===== src/smfu_pkg.sv =====
// ----------------------------------------------------------------------------
// smfu_pkg
// Shared codes, widths and types of the stack machine frame unit.
// ----------------------------------------------------------------------------
package smfu_pkg;

   // Fixed field widths
   localparam int DATA_BITS = 32;
   localparam int PC_BITS   = 16;
   localparam int IDX_BITS  = 10;
   localparam int FP_BITS   = 6;
   localparam int SIZE_BITS = 11;   // frame size: up to two 10-bit counts

   // Invoke jumps past the method header
   localparam logic [PC_BITS-1:0] PC_ENTRY_OFFSET = 16'd3;

   typedef enum logic [2:0] {
      OP_PUSH   = 3'd0,
      OP_POP    = 3'd1,
      OP_LOAD   = 3'd2,
      OP_STORE  = 3'd3,
      OP_INVOKE = 3'd4,
      OP_RETURN = 3'd5
   } op_type;

   typedef enum logic [2:0] {
      ST_OK       = 3'd0,
      ST_FULL     = 3'd1,
      ST_UNDER    = 3'd2,
      ST_OVERFLOW = 3'd3,
      ST_NOFRAME  = 3'd4,
      ST_RANGE    = 3'd5,
      ST_UNINIT   = 3'd6
   } status_type;

   // Verdict on one word before any state changes
   typedef struct packed {
      status_type status;
      logic       ok;
   } check_type;

   typedef enum logic [6:0] {
      S_CLEAR  = 7'b0000001,
      S_IDLE   = 7'b0000010,
      S_EXEC   = 7'b0000100,
      S_LOAD   = 7'b0001000,
      S_WALK   = 7'b0010000,
      S_FINISH = 7'b0100000,
      S_RESP   = 7'b1000000
   } state_type;

endpackage


===== src/smfu_check.sv =====
// ----------------------------------------------------------------------------
// smfu_check
// Checks one request word against stack and frame state; gives status,
// local address, and the base and size of a frame to be opened.
// ----------------------------------------------------------------------------
module smfu_check import smfu_pkg::*; #(
   parameter int STACK_DEPTH  = 1024,
   parameter int FRAME_LIMIT  = 64,
   parameter int LOCALS_DEPTH = 4096,
   localparam int SCW = $clog2(STACK_DEPTH + 1),
   localparam int FCW = $clog2(FRAME_LIMIT + 1),
   localparam int LAW = $clog2(LOCALS_DEPTH),
   localparam int LBW = $clog2(LOCALS_DEPTH + 1)
) (
   input  op_type              operation,
   input  logic [IDX_BITS-1:0] local_index,
   input  logic [IDX_BITS-1:0] arg_count,
   input  logic [IDX_BITS-1:0] local_count,
   input  logic [SCW-1:0]      stack_count,
   input  logic [FCW-1:0]      frame_count,
   input  logic [LBW-1:0]      top_base,
   input  logic [SIZE_BITS-1:0] top_size,
   output check_type           chk,
   output logic [LAW-1:0]      local_addr,
   output logic [LBW-1:0]      new_base,
   output logic [SIZE_BITS-1:0] total
);

   localparam int SUMW = ((LBW > SIZE_BITS) ? LBW : SIZE_BITS) + 2;

   logic [SUMW-1:0] local_sum;
   logic [SUMW-1:0] base_sum;
   logic [SUMW-1:0] end_sum;
   logic            no_frame;

   // Address arithmetic
   assign no_frame   = (frame_count == '0);
   assign local_sum  = SUMW'(top_base) + SUMW'(local_index);
   assign base_sum   = no_frame ? '0 : SUMW'(top_base) + SUMW'(top_size);
   assign total      = SIZE_BITS'(arg_count) + SIZE_BITS'(local_count);
   assign end_sum    = base_sum + SUMW'(total);
   assign local_addr = LAW'(local_sum);
   assign new_base   = LBW'(base_sum);

   // Status per operation
   always_comb begin
      chk = '{status: ST_OK, ok: 1'b1};
      unique case (operation)
         OP_PUSH: begin
            if (stack_count >= SCW'(STACK_DEPTH)) chk = '{status: ST_FULL, ok: 1'b0};
         end
         OP_POP: begin
            if (stack_count == '0) chk = '{status: ST_UNDER, ok: 1'b0};
         end
         OP_LOAD, OP_STORE: begin
            priority if (no_frame) chk = '{status: ST_NOFRAME, ok: 1'b0};
            else if (SIZE_BITS'(local_index) >= top_size)
               chk = '{status: ST_RANGE, ok: 1'b0};
            else if (local_sum >= SUMW'(LOCALS_DEPTH))
               chk = '{status: ST_RANGE, ok: 1'b0};
         end
         OP_INVOKE: begin
            priority if (frame_count >= FCW'(FRAME_LIMIT))
               chk = '{status: ST_OVERFLOW, ok: 1'b0};
            else if (end_sum > SUMW'(LOCALS_DEPTH))
               chk = '{status: ST_OVERFLOW, ok: 1'b0};
            else if (32'(stack_count) < 32'(arg_count))
               chk = '{status: ST_UNDER, ok: 1'b0};
         end
         OP_RETURN: begin
            priority if (no_frame) chk = '{status: ST_NOFRAME, ok: 1'b0};
            else if (stack_count == '0) chk = '{status: ST_UNDER, ok: 1'b0};
         end
         default: chk = '{status: ST_OK, ok: 1'b1};
      endcase
   end

endmodule


===== config.mk =====
export PLATFORM = sky130hd
export DESIGN_NAME = smfu_check
export DESIGN_NICKNAME = d
export VERILOG_FILES = /design/src/smfu_pkg.sv /design/src/smfu_check.sv
export SDC_FILE = /design/constraint.sdc
export NUM_CORES = 1
export LEC_CHECK = 0
export BUFFER_PORTS_ARGS = -buffer_cell sky130_fd_sc_hd__buf_2
export CORE_MARGIN = 1
export CORE_UTILIZATION = 30
export DETAILED_ROUTE_END_ITERATION = 7
export PLACE_DENSITY = 0.57
export SLEW_MARGIN = 20
export SYNTH_ARGS = -nofsm -noshare
export SYNTH_HDL_FRONTEND = slang
export SYNTH_SLANG_ARGS = --single-unit
export TNS_END_PERCENT = 1

===== constraint.sdc =====
create_clock -name vclk -period 8.3
set_input_delay 0.83 -clock vclk [all_inputs]
set_output_delay 0.83 -clock vclk [all_outputs]
set_load 0.01 [all_outputs]

Word level (Yosys, flattened, before mapping)
Index checks and enable logic that the tools add are counted.
- output and inout bits: 40
- bits in registers: 0
- $lt $le $gt $ge: 6
- reductions and logical operators: 4
- equal/unequal tests: 5
- add/subtract/negate cells: 4
- mux-type cells: 11
- operators by type and width (operator ; number):
    $pmux W4 S5 ; 1
    $mux W4 ; 4
    $add A14 B11 Y15 ; 1
    $gt A15 B13 Y1 const B ; 1
    $add A13 B10 Y14 ; 1
    $add A13 B11 Y14 ; 1
    $ge A14 B13 Y1 const B ; 1
    $mux W14 ; 1
    $mux W3 ; 4
    $add A10 B10 Y11 ; 1
    $ge A10 B11 Y1 ; 1
    $ge A11 B11 Y1 const B ; 1
    $logic_not A11 Y1 ; 1
    $lt A11 B10 Y1 ; 1
    $ge A7 B7 Y1 const B ; 1
    $logic_not A7 Y1 ; 1
    $eq A3 B2 Y1 const B ; 2
    $eq A3 B3 Y1 const B ; 2
    $eq A3 B1 Y1 const B ; 1
    $logic_not A3 Y1 ; 1
    $mux W2 ; 1
    $reduce_or A2 Y1 ; 1

Logic depth before layout (Yosys ltp)
Gate-level depths: netlist of run 1.
- depth after elaboration: 7
- mapped depth: 21

Worst setup path before layout of run 1
Ideal clock, no wire load.
- path kind: input to output
- from: in arg_count[0]
- to: out chk[0] in the netlist's numbering
- cell stages on the path: 20
- data arrival time: 4399 ps
- slack: 3071 ps
- path through: ha_1 fa_1 a21oi_1 nor2_1 nor2_1 o21bai_1 a21oi_1 o21bai_1 a21oi_1 o21ai_0 ha_1 nor2b_1 nor4b_1 o2111ai_1 nor4b_1 nand4_1 nor3_1 a21oi_1 o211ai_2 a22o_1
- RTL lines (item ; line ; source):
    from (decl) ; smfu_check.sv:17 ; input logic [IDX_BITS-1:0] arg_count,
    to (decl) ; smfu_check.sv:23 ; output check_type chk,

==> metrics.md, run 1 <==
| Metric | Value |
|---|---|
| WS Path Type | primary input to output port |
| Leak | 0.00175 µW |
| Post-CTS setup buffers | 0 |
| 1st-pass router iterations | 4 |
| Power per standard cell area | ~110 nW/µm² |
| Commonest non-fill, non-tap cells in the layout | 115 x buf_2, 61 x ha_1, 38 x inv_1 |
| Vias in the first global route | 2709 |
| Period utilization | 68.8% |
| Cells after synthesis | around 360 |
| Fin. max-slew vios | 0 |
| Hold Path Class | primary input to output port |
| Multi-input logic area | 2450 µm² |
| Fmax | approximately 180 MHz |
| First-pass GRT wire length | 11600 µm |
| Nets | 613 |
| Most common cell after layout, fill and taps aside | buf_2 |
| Avg Cell Area, Syn | 7.27 µm² |
| Design Power | 378 µW |
| Initial antenna violation count | 0 |
| Post-synth cell types | 54 |
| Register Area | 0 µm² |
| RSZ-0062 raised after global routing | no |
| Setup_tns | 0 ns |
| Die height | 95.1 µm |
| Largest net degree at the start of global routing | 16 |
| Die Wd | 95.1 µm |
| Drt first-iter violations | 84 |
| Remaining antenna violation count | 0 |
| GP Congestion | 0.808 |
| Endpoints failing setup | 0 |
| Status | finished clean |
| Syn Nets | 498 |
| Max-slew headroom | 45.8% |
| Crit path time final | 5.71 ns |
| WP data required | 7.47 ns |
| FFs & Latches | 0 |
| GRT Util Overall | 15.4% |
| Initial core utilization | about a third |
| Register area share after synthesis | 0% |
| Worst-Margin Slew | 0.807 ns |
| Area delta synth->final | 26.9% |
| Drt via density | 5.02 |
| Crit path DAT | 4.88 ns |
| # IOs | 115 |
| CP Launch Type | primary input |
| Total die area | 9050 µm² |
| Mapped Area | 2600 µm² |
| # rows | 33 |
| IO Port Bufs | between 100 and 150 |
| Via count | 2892 |
| Overflow after GRT | 0 |
| Layout fillers | about 910 |
| Fraction of layout cells with a size suffix above 1 | 27.0% |
| CP max FO | 6 |
| Cts hold-fix bufs | 0 |
| Drt drc | 0 |
| Gates resized, CTS repair | 0 |
| Core area | a little over 8000 µm² |
| CP endpoint kind | output port |
| WL/cell | about 12 µm |
| YS warnings | 0 |
| Clock buffer cells | 0 |
| Post-Route WL | slightly above 7000 µm |
| DP HPWL | roughly 6600 µm |
| Antenna cells | 0 |
| Fin. Hold Viols | 0 |
| VDD IR max | 0.0500 mV |
| Max_cap viols | 0 |
## layer usage
| layer | part of all wire [%] | up-vias | GRT usage [%] |
|---|---|---|---|
| li1 | - | 1533 | - |
| met1 | 49 | 1286 | 21.0 |
| met2 | 46 | 71 | 27.5 |
| met3 | 5.2 | 2 | 1.04 |
| met4 | 0.32 | 0 | 0.758 |
| met5 | 0 | - | 0 |
## worst max-delay path: stages
cell and delay, ns:
buf_2 0.11, ha_1 0.21, fa_1 0.40, a21oi_1 0.16, nor2_1 0.05, nor2_1 0.15
o21bai_1 0.09, a21oi_1 0.23, o21bai_1 0.09, a21oi_1 0.21, o21ai_0 0.15, ha_1 0.38
nor2b_1 0.07, nor4b_1 0.29, o2111ai_1 0.15, nor4b_1 0.35, nand4_1 0.19, nor3_1 0.20
a21oi_1 0.10, o211ai_2 0.19, a22o_1 0.15, buf_2 0.12
## final cells by class
class              count  area share, %
multi-input cells    317           74.2
inverters             39           4.43
repair buffers       115           17.4
well taps            105           3.98
## final timing paths
path,startpoint,to,cells past startpoint
worst max-delay path,arg_count[0],chk[0],22
worst min-delay path,top_base[0],local_addr[0],3
## kinds of logic (layout without fill, tap and decap cells)
logic type / Yosys count / count (layout) / synth area share [%]
AO/OA/AOI/OAI: 116 / 116 / 29.3
AND/OR/NAND/NOR: 106 / 106 / 22.1
adder cells (fa/ha/maj): 65 / 65 / 32.4
buffers and inverters: 41 / 154 / 5.91
XOR/XNOR: 28 / 28 / 9.42
multiplexers: 2 / 2 / 0.817
## power breakdown
part	total, µW	internal [µW]	leakage [µW]	switching (µW)
clock network	0	0	0	0
registers	0	0	0	0
logic	378	168	0.00175	211
## stage by stage
step,cells,area (µm²),utilization (%),worst slack [ns],hold slack [ns]
after global routing,576,3300,39.8,2.02,2.00
after global placement,576,3300,39.8,2.72,1.97
after CTS,576,3300,39.8,2.54,1.99
after floorplan,358,2600,-,3.07,1.75
final,576,3300,39.8,2.59,1.98
after detailed placement,576,3300,39.8,2.55,1.99
## cells in the mapped netlist (4+ instances only)
cell | n | area (µm²)
nand3_1 | 6 | 30.0
o21bai_1 | 9 | 67.6
o21a_1 | 9 | 67.6
ha_1 | 61 | 763
inv_1 | 38 | 143
nor4b_1 | 4 | 35.0
nand2_1 | 19 | 71.3
fa_1 | 4 | 80.1
o21ai_1 | 5 | 25.0
nand2b_1 | 6 | 37.5
a21oi_1 | 33 | 165
xor2_1 | 8 | 70.1
a21o_1 | 13 | 97.6
nor2b_1 | 12 | 75.1
nor3_1 | 9 | 45.0
xnor2_1 | 20 | 175
a211oi_1 | 4 | 30.0
a31oi_1 | 5 | 31.3
o21ai_0 | 17 | 85.1
nor2_1 | 32 | 120
No activity file was read; power rests on OpenSTA's default activity.
==> inputs of run 2 (changes only) <==
==> constraint.sdc (replaced) <==
create_clock -name vclk -period 5.3
set_input_delay 0.53 -clock vclk [all_inputs]
set_output_delay 0.53 -clock vclk [all_outputs]
set_load 0.01 [all_outputs]
==> metrics.md, run 2 (synthesis results as in run 1) <==
| Metric | Value |
|---|---|
| Period utilization | 94.0% |
| Cell Area, Placed | 3310 µm² |
| # IOs | 115 |
| VDD IR max | 0.0736 mV |
| WL/cell | 12.7 µm |
| GRT Util Overall | 15.6% |
| Fmax | 201 MHz |
| Commonest non-fill, non-tap cells in the layout | 115 x buf_2, 60 x ha_1, 38 x inv_1 |
| CP max FO | 4 |
| Nets | 617 |
| Core area | 8300 µm² |
| Via count | a little under 3000 |
| DP Worst Slack | 0.111 ns |
| GP Congestion | between 0.7 and 0.8 |
| Total die area | 9050 µm² |
| Die Wd | ~95 µm |
| Area delta synth->final | 30.0% |
| CP endpoint kind | output port |
| IO Port Bufs | roughly 120 |
| # rows | 33 |
| WP data required | 4.77 ns |
| 1st-pass router iterations | 4 |
| WS Path Type | primary input to output port |
| Hold Path Class | primary input to output port |
| Initial core utilization | 31.4% |
| Register Area | 0 µm² |
| Status | finished clean |
| Fin. Hold Viols | 0 |
| First-pass GRT wire length | roughly 12000 µm |
| Max_cap viols | 0 |
| Worst-Margin Slew | 0.587 ns |
| Endpoints failing setup | 0 |
| FFs & Latches | 0 |
| Fin. max-slew vios | 0 |
| Leak | 0.00178 µW |
| Post-route setup slack | 0.317 ns |
| Remaining antenna violation count | 0 |
| Vias in the first global route | 2649 |
| Drt first-iter violations | between 100 and 150 |
| Crit path time final | 4.98 ns |
| Max-slew headroom | 60.5% |
| Overflow after GRT | 0 |
| Crit path DAT | 4.45 ns |
| Post-Route WL | 7390 µm |
| Hold Path Origin | top_base[0] |
| Cts hold-fix bufs | 0 |
| Fraction of layout cells with a size suffix above 1 | 30.1% |
| Power per standard cell area | 184 nW/µm² |
| Drt via density | 5.10 |
| Die height | 95.1 µm |
| Antenna cells | 0 |
| WHS | 1.38 ns |
| DP HPWL | 6650 µm |
| Most common cell after layout, fill and taps aside | buf_2 |
| Critical path origin | arg_count[1] |
| Design Power | 622 µW |
| Drt drc | 0 |
| CP Launch Type | primary input |
| Worst Setup EP | chk[0] |
| Finished Cell Area | around 3400 µm² |
| Initial antenna violation count | 0 |
| Largest net degree at the start of global routing | 11 |
| Clock buffer cells | 0 |
-- run 2: changes by cell type in the layout (fill, tap and decap cells not counted), sizes merged --
| cell | delta |
|---|---|
| buf | +4 |
-- run 2: power breakdown --
| part | internal [µW] | total, µW | switching [µW] | leakage [µW] |
|---|---|---|---|---|
| clock | 0 | 0 | 0 | 0 |
| combinational | 276 | 622 | 346 | 0.00178 |
| sequential | 0 | 0 | 0 | 0 |
| total | 276 | 622 | 346 | 0.00178 |
-- run 2: metrics by stage --
| stage | TNS, ns | util (%) | instances |
|---|---|---|---|
| 4_1_cts | 0 | 39.9 | 577 |
| 6_report | 0 | 40.8 | 580 |
| 3_5_place_dp | 0 | 39.9 | 577 |
| 5_1_grt | -0.00210 | 40.8 | 580 |
| 3_3_place_gp | 0 | 39.9 | 577 |
| 2_1_floorplan | 0 | - | 358 |
-- run 2: timing repair --
action	in CTS	in global routing
hold endpoints to repair	0	0
resized for setup	0	12
buffers inserted	0	3
setup endpoints to repair	0	3
-- run 2: critical path: stages --
cell,delay (ns)
buf_2,0.12
ha_1,0.28
a21o_1,0.16
a21oi_2,0.17
o21bai_1,0.10
a21oi_2,0.18
o21bai_1,0.10
a21oi_2,0.20
o21bai_1,0.09
a21oi_1,0.18
xnor2_1,0.18
ha_1,0.32
nor2b_1,0.17
a221oi_1,0.25
o2111ai_1,0.18
nor4b_2,0.31
nand4_1,0.21
nor3_2,0.19
a21oi_1,0.09
o211ai_2,0.19
a22o_1,0.15
buf_2,0.12
-- run 2: area by class of cell --
class | count | area [µm²]
Fill cell | 925 | 4920
Multi-Input combinational cell | 317 | 2500
Timing Repair Buffer | 119 | 606
Inverter | 39 | 146
Tap cell | 105 | 131
-- run 2: worst min path at each step --
stage | end | slack, ns | depth (start not counted)
2_1_floorplan | local_addr[10] | 1.15 | 1
3_3_place_gp | local_addr[0] | 1.37 | 3
3_5_place_dp | local_addr[0] | 1.39 | 3
4_1_cts | local_addr[0] | 1.38 | 3
5_1_grt | local_addr[0] | 1.40 | 3
6_report | local_addr[0] | 1.38 | 3
-- run 2: routing by layer --
| metal | vias up | GRT usage, % | wire (µm) |
|---|---|---|---|
| li1 | 1550 | - | - |
| met1 | 1325 | 22.2 | 3490 |
| met2 | 85 | 27.4 | 3470 |
| met3 | 0 | 0.718 | 436 |
| met4 | 0 | 0 | 0 |
| met5 | - | 0 | 0 |
==> inputs of run 3 (changes only) <==
--- a/config.mk
+++ b/config.mk
@@ -5,11 +5,12 @@
 export SDC_FILE = /design/constraint.sdc
 export NUM_CORES = 1
 export LEC_CHECK = 0
+export ABC_AREA = 1
 export BUFFER_PORTS_ARGS = -buffer_cell sky130_fd_sc_hd__buf_2
 export CORE_MARGIN = 1
 export CORE_UTILIZATION = 30
 export DETAILED_ROUTE_END_ITERATION = 7
-export PLACE_DENSITY = 0.57
+export PLACE_DENSITY = 0.56
 export SLEW_MARGIN = 20
 export SYNTH_ARGS = -nofsm -noshare
 export SYNTH_HDL_FRONTEND = slang
==> metrics.md, run 3 <==
| Metric | Value |
|---|---|
| 1st-pass router iterations | 4 |
| Fin. max-slew vios | 0 |
| Yosys top cell area share | between 20% and 30% |
| Worst path bufs/invs | 5 |
| Placed cells | 700 |
| Register Area | 0 µm² |
| Drt first-iter violations | 59 |
| Total die area | a little under 10000 µm² |
| Most common cell after layout, fill and taps aside | nand2_1 |
| Largest cells by area after synthesis | ha_1 27%, nand2_1 16%, inv_1 9.9% |
| Finished Cell Area | about 3500 µm² |
| Cts hold-fix bufs | 0 |
| Final std cells w/o fill | 700 |
| Post-synth cell types | 36 |
| Post-CTS setup buffers | 0 |
| Nets | 731 |
| VDD IR max | about 0.058 mV |
| WL/cell | approximately 11 µm |
| Via count | about 3300 |
| Antenna cells | 0 |
| Fraction of layout cells with a size suffix above 1 | 24.4% |
| Setup_tns | 0 ns |
| Crit-path slowest cell | fa_1 |
| Gates resized, CTS repair | 0 |
| Largest net degree at the start of global routing | 14 |
| First-pass GRT wire length | 13800 µm |
| Power per standard cell area | 172 nW/µm² |
| WS Path Type | primary input to output port |
| CP Launch Type | primary input |
| Hold Path Class | primary input to output port |
| Worst path max stage delay | 0.38 ns |
| Fmax | 223 MHz |
| # rows | 35 |
| RSZ-0062 raised after global routing | no |
| Post-Route WL | 8020 µm |
| Overflow after GRT | 0 |
| Leak | around 0.0021 µW |
| Vias in the first global route | 3296 |
| DP Worst Slack | 0.784 ns |
| Endpoints failing setup | 0 |
| Register area share after synthesis | 0% |
| DP HPWL | 7480 µm |
| Clock buffer cells | 0 |
| Synth area leader | ha_1 |
| Cell Area, Placed | 3540 µm² |
| Worst-Margin Slew | 0.398 ns |
| Critical Path Most Common Cell | nand2_1 |
| Drt via density | approximately 4.8 |
| Initial core utilization | between 30% and 40% |
| Avg Cell Area, Syn | 5.96 µm² |
| GP Congestion | 0.878 |
| # IOs | 115 |
| CP delay by family, top | simple AND/OR/NAND/NOR gates |
| Crit path DAT | just under 4 ns |
| Die Wd | 99.3 µm |
| FFs & Latches | 0 |
| Commonest non-fill, non-tap cells in the layout | 119 x nand2_1, 115 x buf_2, 75 x inv_1 |
| Die height | 99.3 µm |
| Syn Nets | 617 |
| Max_cap viols | 0 |
| Core area | a little over 9000 µm² |
| Initial antenna violation count | 0 |
| WP data required | 4.77 ns |
| CP max FO | 4 |
| Post-route setup slack | about 0.82 ns |
| Fin. Hold Viols | 0 |
| Area delta synth->final | 24.6% |
| Remaining antenna violation count | 0 |
| Status | finished clean |
| Crit path time final | 4.48 ns |
| YS warnings | 0 |
| Cells after synthesis | 477 |
| Top post-synthesis cells by count | 119 x nand2_1, 75 x inv_1, 61 x ha_1 |
| Max-slew headroom | 73.5% |
| Mapped Area | 2840 µm² |
| Drt drc | 0 |
| IO Port Bufs | between 100 and 150 |
| CP endpoint kind | output port |
| Period utilization | 84.4% |
| GRT Util Overall | 16.5% |
| Top-count cell post-synth | nand2_1 |
run 3: cell types whose count changed in the layout (fill, tap and decap cells not counted), moves of 11 or more:
cell     delta
nor2b_1    -11
xnor2_1    -16
nand2_1   +100
nand3_1    +24
xor2_1     +11
inv_1      +37
a21oi_1    +14
run 3: kinds of logic after synthesis:
group                    after synthesis  synth area share [%]
AND/OR/NAND/NOR                      223                  35.3
XOR/XNOR                              23                  7.09
buffers and inverters                 84                  11.2
AO/OA/AOI/OAI                         82                  16.7
adder cells (fa/ha/maj)               65                  29.7
run 3: worst paths after layout:
kind / cells past startpoint / start / end
worst max-delay path: 28 / top_base[0] / chk[2]
worst min-delay path: 3 / top_base[0] / local_addr[0]
run 3: stage by stage:
stage / hold slack (ns) / util, % / power (µW)
floorplan: 1.14 / - / 436
global placement: 1.37 / 38.5 / 601
detailed placement: 1.39 / 38.5 / 612
CTS: 1.39 / 38.5 / 615
global route: 1.39 / 38.5 / 699
finish: 1.38 / 38.5 / 609
run 3: worst min-delay path, cell delays in order:
cell   delay, ns
buf_2       0.09
ha_1        0.11
buf_2       0.12
run 3: final cells by class:
type | count | area, µm²
Timing Repair Buffer | 115 | 576
Fill cell | 1036 | 5650
Multi-Input combinational cell | 393 | 2520
Inverter | 81 | 304
Tap cell | 111 | 139
run 3: routing by layer:
metal | GRT usage [%] | up-vias | share of wire, %
met4 | 2.26 | 0 | 1.5
met3 | 1.83 | 10 | 6.1
met1 | 20.6 | 1428 | 47
met2 | 31.1 | 101 | 46
li1 | - | 1808 | -
met5 | 0 | - | 0
run 3: power by group:
group	switching [µW]	internal [µW]	leakage [µW]
Clock	0	0	0
Combinational	368	241	0.00211
Sequential	0	0	0
